===== src/hw/rtl/btir_pkg.sv =====
// ----------------------------------------------------------------------------
// Binary thinning and island removal: shared definitions
// Geometry limits, field widths, register indexes, pass codes and the
// structures that travel along the chain of pass cells.
// ----------------------------------------------------------------------------
package btir_pkg;

   localparam int MAX_WIDTH  = 1024;
   localparam int MAX_HEIGHT = 4096;
   localparam int MIN_DIM    = 3;
   localparam int NUM_PASSES = 9;

   localparam int FW_BITS  = 11;
   localparam int FH_BITS  = 12;
   localparam int WID_BITS = $clog2(MAX_WIDTH + 1);
   localparam int HGT_BITS = $clog2(MAX_HEIGHT + 1);
   localparam int TOT_BITS = $clog2(MAX_WIDTH * MAX_HEIGHT + 1);
   localparam int CNT_BITS = 23;
   localparam int POS_BITS = CNT_BITS + 1;
   localparam int COL_BITS = $clog2(MAX_WIDTH);
   localparam int ROW_BITS = $clog2(MAX_HEIGHT);

   localparam int RING_DEPTH = MAX_WIDTH;
   localparam int RING_AW    = $clog2(RING_DEPTH);
   localparam int RING_BITS  = 2;

   localparam int DATA_BITS = 8;
   localparam int CSR_AW    = 3;
   localparam int CSR_DW    = 32;

   localparam int RST_FRAME_WIDTH  = 640;
   localparam int RST_FRAME_HEIGHT = 480;

   localparam logic REG_FRAME_WIDTH  = 1'b0;
   localparam logic REG_FRAME_HEIGHT = 1'b1;

   typedef enum logic [3:0] {
      PASS_TOP,
      PASS_RIGHT,
      PASS_BOTTOM,
      PASS_LEFT,
      PASS_NE,
      PASS_SE,
      PASS_SW,
      PASS_NW,
      PASS_ISLAND
   } pass_type;

   typedef struct packed {
      logic [WID_BITS-1:0] wid;
      logic [HGT_BITS-1:0] hgt;
      logic [TOT_BITS-1:0] total;
   } geom_type;

   typedef struct packed {
      logic                valid;
      logic                pix;
      logic [POS_BITS-1:0] pos;
   } item_type;

endpackage


===== src/hw/rtl/btir_ram.sv =====
// ----------------------------------------------------------------------------
// Generic single-write, single-read RAM
// One write port and one read port with registered read data.
// ----------------------------------------------------------------------------
module btir_ram #(
   parameter int WIDTH = 1,
   parameter int DEPTH = 2
) (
   input  logic                     clock,
   input  logic                     wr_en,
   input  logic [$clog2(DEPTH)-1:0] wr_addr,
   input  logic [WIDTH-1:0]         wr_data,
   input  logic [$clog2(DEPTH)-1:0] rd_addr,
   output logic [WIDTH-1:0]         rd_data
);

   logic [WIDTH-1:0] mem_ff [DEPTH];
   logic [WIDTH-1:0] rd_data_ff;

   always_ff @(posedge clock) begin
      if (wr_en) begin
         mem_ff[wr_addr] <= wr_data;
      end
      rd_data_ff <= mem_ff[rd_addr];
   end

   assign rd_data = rd_data_ff;

endmodule


===== src/hw/rtl/btir_cell.sv =====
// ----------------------------------------------------------------------------
// Binary thinning and island removal: one pass cell
// Holds the 3x3 window of one pass, with a one-row ring of raw and
// processed pixels, and hands each processed pixel to the next cell.
// ----------------------------------------------------------------------------
module btir_cell (
   input  logic               clock,
   input  logic               reset,
   input  btir_pkg::pass_type pass_sel,
   input  btir_pkg::geom_type geom,
   input  logic               load,
   input  btir_pkg::item_type up,
   output btir_pkg::item_type dn
);
   import btir_pkg::*;

   typedef struct packed {
      logic a1;
      logic a2;
      logic a3;
      logic b1;
      logic b3;
      logic c1;
      logic c2;
      logic c3;
   } nbr_type;

   function automatic logic pattern_hit(input pass_type p, input nbr_type n);
      logic hit;
      unique case (p)
         PASS_TOP:    hit = !n.a1 && !n.a2 && !n.a3 && n.c1 && n.c2 && n.c3;
         PASS_RIGHT:  hit = !n.a3 && !n.b3 && !n.c3 && n.a1 && n.b1 && n.c1;
         PASS_BOTTOM: hit = !n.c1 && !n.c2 && !n.c3 && n.a1 && n.a2 && n.a3;
         PASS_LEFT:   hit = !n.a1 && !n.b1 && !n.c1 && n.a3 && n.b3 && n.c3;
         PASS_NE:     hit = !n.a2 && !n.a3 && !n.b3 && n.b1 && n.c2;
         PASS_SE:     hit = !n.b3 && !n.c3 && !n.c2 && n.b1 && n.a2;
         PASS_SW:     hit = !n.c2 && !n.c1 && !n.b1 && n.a2 && n.b3;
         PASS_NW:     hit = !n.b1 && !n.a1 && !n.a2 && n.c2 && n.b3;
         PASS_ISLAND: hit = (n == '0);
         default:     hit = 1'b0;
      endcase
      return hit;
   endfunction

   logic                take;
   logic [POS_BITS-1:0] c_pos;
   logic                in_frame;
   logic                at_start;
   logic [COL_BITS-1:0] cur_col;
   logic [ROW_BITS-1:0] cur_row;
   logic [WID_BITS-1:0] col_p1;
   logic                interior;
   nbr_type             nbr;
   logic                y_pix;

   logic [RING_AW-1:0]   ptr_ff, ptr_in;
   logic [RING_BITS-1:0] rd_data;
   logic [COL_BITS-1:0]  col_ff, col_in;
   logic [ROW_BITS-1:0]  row_ff, row_in;
   logic x1_ff, x1_in, x2_ff, x2_in, xw1_ff, xw1_in;
   logic y1_ff, y1_in, yw_ff, yw_in, yw1_ff, yw1_in;
   item_type dn_ff, dn_in;

   assign take = load && up.valid;

   always_comb begin
      c_pos    = up.pos - (POS_BITS'(geom.wid) + POS_BITS'(1));
      in_frame = !c_pos[POS_BITS-1] && (c_pos[CNT_BITS-1:0] < CNT_BITS'(geom.total));
      at_start = (c_pos == '0);
      cur_col  = at_start ? '0 : col_ff;
      cur_row  = at_start ? '0 : row_ff;
      col_p1   = WID_BITS'(cur_col) + WID_BITS'(1);
      interior = (cur_col != '0) && (col_p1 < geom.wid) && (cur_row != '0)
               && ((HGT_BITS'(cur_row) + HGT_BITS'(1)) < geom.hgt);

      nbr.a1 = yw1_ff;
      nbr.a2 = yw_ff;
      nbr.a3 = rd_data[0];
      nbr.b1 = y1_ff;
      nbr.b3 = rd_data[1];
      nbr.c1 = x2_ff;
      nbr.c2 = x1_ff;
      nbr.c3 = up.pix;

      y_pix = xw1_ff && !(in_frame && interior && pattern_hit(pass_sel, nbr));
   end

   always_comb begin
      ptr_in = ptr_ff;
      col_in = col_ff;
      row_in = row_ff;
      x1_in  = x1_ff;
      x2_in  = x2_ff;
      xw1_in = xw1_ff;
      y1_in  = y1_ff;
      yw_in  = yw_ff;
      yw1_in = yw1_ff;
      if (take) begin
         if ((WID_BITS'(ptr_ff) + WID_BITS'(2)) >= geom.wid) begin
            ptr_in = '0;
         end else begin
            ptr_in = ptr_ff + RING_AW'(1);
         end
         if (col_p1 == geom.wid) begin
            col_in = '0;
            row_in = cur_row + ROW_BITS'(1);
         end else begin
            col_in = COL_BITS'(col_p1);
            row_in = cur_row;
         end
         x1_in  = up.pix;
         x2_in  = x1_ff;
         xw1_in = rd_data[1];
         y1_in  = y_pix;
         yw_in  = rd_data[0];
         yw1_in = yw_ff;
      end
   end

   always_comb begin
      dn_in = dn_ff;
      if (load) begin
         dn_in.valid = up.valid;
         dn_in.pix   = y_pix;
         dn_in.pos   = c_pos;
      end
   end

   btir_ram #(
      .WIDTH (RING_BITS),
      .DEPTH (RING_DEPTH)
   ) u_ring (
      .clock   (clock),
      .wr_en   (take),
      .wr_addr (ptr_ff),
      .wr_data ({x1_ff, y_pix}),
      .rd_addr (ptr_in),
      .rd_data (rd_data)
   );

   always_ff @(posedge clock) begin
      if (reset) begin
         ptr_ff       <= '0;
         col_ff       <= '0;
         row_ff       <= '0;
         dn_ff.valid  <= 1'b0;
      end else begin
         ptr_ff <= ptr_in;
         col_ff <= col_in;
         row_ff <= row_in;
         dn_ff  <= dn_in;
      end
   end

   always_ff @(posedge clock) begin
      x1_ff  <= x1_in;
      x2_ff  <= x2_in;
      xw1_ff <= xw1_in;
      y1_ff  <= y1_in;
      yw_ff  <= yw_in;
      yw1_ff <= yw1_in;
   end

   assign dn = dn_ff;

endmodule

===== config.mk =====
export PLATFORM = sky130hd
export DESIGN_NAME = btir_cell
export DESIGN_NICKNAME = d
export VERILOG_FILES = /design/src/hw/rtl/btir_pkg.sv /design/src/hw/rtl/btir_ram.sv /design/src/hw/rtl/btir_cell.sv
export SDC_FILE = /design/constraint.sdc
export NUM_CORES = 2
export LEC_CHECK = 0
export ABC_AREA = 1
export ABC_CLOCK_PERIOD_IN_PS = 41100
export BUFFER_PORTS_ARGS = -buffer_cell sky130_fd_sc_hd__buf_2
export CORE_MARGIN = 3
export CORE_UTILIZATION = 45
export CTS_CLUSTER_SIZE = 24
export DETAILED_ROUTE_END_ITERATION = 8
export SETUP_SLACK_MARGIN = 0.1
export SLEW_MARGIN = 20
export SYNTH_ARGS = -nofsm -noshare
export SYNTH_HDL_FRONTEND = slang
export SYNTH_HIERARCHICAL = 1
export SYNTH_SLANG_ARGS = --single-unit

===== constraint.sdc =====
create_clock -name clock -period 41.1 [get_ports clock]
set_input_delay 4.11 -clock clock [delete_from_list [all_inputs] [get_ports clock]]
set_output_delay 4.11 -clock clock [all_outputs]
set_load 0.05 [all_outputs]

==> out/qor.yml <==
slew_violations: 0
cts_tree: "done"
status: "complete, no violations"
core-area_sq_um: 205000
rows: 166
synth_edf_count: 2079
cts-hold-fix-buffers: 0
ys_seq_elements: 2114
ys.flop_type: "edfxtp_1"
cp_max_fo: 238
area_growth_pct: 9.79
cp_common_cell: "nor2_1"
clk_latency_ns: 0.86
grt_setup_unrepaired: "no"
timing.rr.start: "ptr_ff[2]"
fin_crit_ns: 12.51
p_total_uw: 4610
die_area_sq_um: 212000
final_cells: 11600
synthTopCellsByArea: "edfxtp_1 67%, nand3_1 11%, nand2_1 9.5%"
io_pins: 106
crit_path_start_kind: "input port"
die_w_um: 461
synth.distinct_cells: 50
crit_arrival_ns: 13.00
hold_violations: 0
syn_nets: 9051
netlist.area_leader.share_pct: 67.1
grt_max_degree: 238
die_y_um: 461
dp.cells: 11200
grt_remaining_overflow: 0
cp.required_ns: 41.59
end_kind: "flip-flop"
dp_hpwl_um: 139000
syn_area_sq_um: 93100
drt-vias-per-instance: 5.76
peakVddDrop_uv: 36.0
min_path_type: "flip-flop to flip-flop"
fmax_ghz: 0.0799
reg2reg_to: "u_ring/rd_data[1]"
crit_start: "geom[36]"
reg2reg_slack_ns: 32.71
avgSynthCellArea_sq_um: 10.5
tightest_slew_ns: 1.25
fin_worst_skew_ns: 0.0343
gp_congestion: 0.855
max_cap_viol_count: 0
post-cts-setup-buffers: 0
firstDrtPassIters: 6
tns_ns: 0
placed_cell_area_sq_um: 95300
port_buffers: 105
worstRegToRegCells: 31
cts-buffers-inserted: 215
grt_pass1_vias: 64400
slew_headroom_pct: 16.5
setup_viol: 0
yosysSeqAreaShare_pct: 67.8
min_period_over_period_pct: 30.4
final_cell_area_sq_um: 102000
grt_pass1_wl_um: 403000
avgRoutedWirePerCell_um: 23.6
ant_nets: 0
slowest_stage: "buf_4"
worst_hold_slack_ns: 0.459
async_reset_ff_share_pct: 0
h-tree-depth: 4
initial_core_util_pct: 45.4
yosysTopAreaCell: "edfxtp_1"
cts_root_buffer: "clkbuf_16"
path_clk_slew_ns: 0.06
drt_iter0_drc: 7924
synth_warnings: 6
synthCells: 8897
grt_use_total_pct: 25.3
power_per_cell_area_nw_per_um2: 45.1
critical-path-max-stage-delay_ns: 0.87
num-nets-final: 8836
numClockSinks: 2114
critPathCapture: "u_ring/mem_ff[904][0]"
drive_above_1_share_pct: 6.98
critPathKind: "input port to flip-flop"
p_leak_uw: 0.0353
ctsResizeCount: 0
grt_antenna_before_repair: 7
drt_wl_total_um: 272000
clockBufferDepth: 3
vias: 66500
drcViolationCount: 0
[cell families (layout without fill, tap and decap cells)]
kind of cell	after synthesis	count (layout)	synth area share, %
adders and majority gates	74	74	1.00
and+or+nand+nor	5728	5728	26.3
AOI/OAI and AO/OA	89	89	0.534
xor gates and xnor gates	17	17	0.168
DFF	2114	2114	67.8
buffers and inverters	875	845	4.17
other	0	2	0
[metrics by stage]
step                setup WS, ns  util (%)
detailed placement         27.95      46.5
global route               27.97      49.8
global placement           27.98      46.4
finish                     28.59      49.8
CTS                        28.80      49.8
floorplan                  10.08         -
[area by class of cell]
class	instances	area, sq um
fillers	18400	103000
flip-flops and latches	2114	63100
multi-input cells	5908	26400
clock buffers	282	5760
well taps	2688	3360
repair buffers	224	1620
clock inverters	120	1040
inverters	219	863
diodes	2	5.00
[how the worst min path moves through the flow]
stage	start	end	slack (ns)	cells after the start
floorplan	yw_ff	yw1_ff	0.43	0
global placement	yw_ff	yw1_ff	0.44	0
detailed placement	dn[25]	dn[25]	0.45	2
CTS	dn[25]	dn[25]	0.46	2
global route	yw_ff	yw1_ff	0.47	0
finish	dn[25]	dn[25]	0.46	2
[registers in the layout (all words and copies together) (netlist names)]
| signal | count |
|---|---|
| row_ff | 12 |
| col_ff | 10 |
| y1_ff | 1 |
| yw_ff | 1 |
| u_ring/mem_ff | 2048 |
| ptr_ff | 10 |
| x2_ff | 1 |
| dn | 26 |
| u_ring/rd_data | 2 |
| xw1_ff | 1 |
| x1_ff | 1 |
| yw1_ff | 1 |
[report_power, final]
part           switching [uW]  leakage (uW)  internal, uW
logic                     248        0.0130          86.1
registers                2.85        0.0190          2380
clock network             822       0.00333          1070
total                    1070        0.0353          3540
[layer usage]
layer	global-route usage (%)	part of all wire, %	wire [um]	up-vias
met4	8.71	3.5	9570	0
met2	42.3	48	129000	2714
met3	3.75	8.4	23000	521
met5	0	0	0	-
li1	-	-	-	30300
met1	33.9	41	110000	33000
[synth_stat cells, drive strengths merged (3+ instances only)]
cell    number
o32ai        3
ha          73
nor3        48
clkbuf     268
and2         8
nor2      1136
dfxtp       35
o21ai       17
nand2     2372
edfxtp    2079
inv        215
xor2        16
clkinv       4
nand3     2116
nand4       30
a21oi       57
buf        388
nand3b      11
nor4         5
[cells in the final DEF, fill, tap and decap left out, drive strengths merged]
| cell type | Yosys | final |
|---|---|---|
| a2111oi | 1 | 1 |
| a211oi | 2 | 2 |
| a21boi | 1 | 1 |
| a21o | 1 | 1 |
| a21oi | 57 | 57 |
| a311oi | 1 | 1 |
| and2 | 8 | 8 |
| and3 | 1 | 1 |
| buf | 388 | 224 |
| bufinv | 0 | 14 |
| clkbuf | 268 | 282 |
| clkinv | 4 | 102 |
| clkinvlp | 0 | 4 |
| dfxtp | 35 | 35 |
| diode | 0 | 2 |
| edfxtp | 2079 | 2079 |
| fa | 1 | 1 |
| ha | 73 | 73 |
| inv | 215 | 219 |
| nand2 | 2372 | 2372 |
| nand3 | 2116 | 2116 |
| nand3b | 11 | 11 |
| nand4 | 30 | 30 |
| nor2 | 1136 | 1136 |
| nor3 | 48 | 48 |
| nor4 | 5 | 5 |
| o2111ai | 1 | 1 |
| o21a | 1 | 1 |
| o21ai | 17 | 17 |
| o21bai | 1 | 1 |
| o31ai | 1 | 1 |
| o32ai | 3 | 3 |
| o41ai | 2 | 2 |
| or2 | 1 | 1 |
| xnor2 | 1 | 1 |
| xor2 | 16 | 16 |
[worst max-delay path: cells and delay by family]
family / cells / cell delay, ns
adder cells (fa/ha/maj): 4 / 1.13
AO/OA/AOI/OAI: 2 / 0.35
AND/OR/NAND/NOR: 20 / 2.99
XOR/XNOR: 1 / 0.32
buffers and inverters: 8 / 3.45
(Power assumes the default switching activity.)
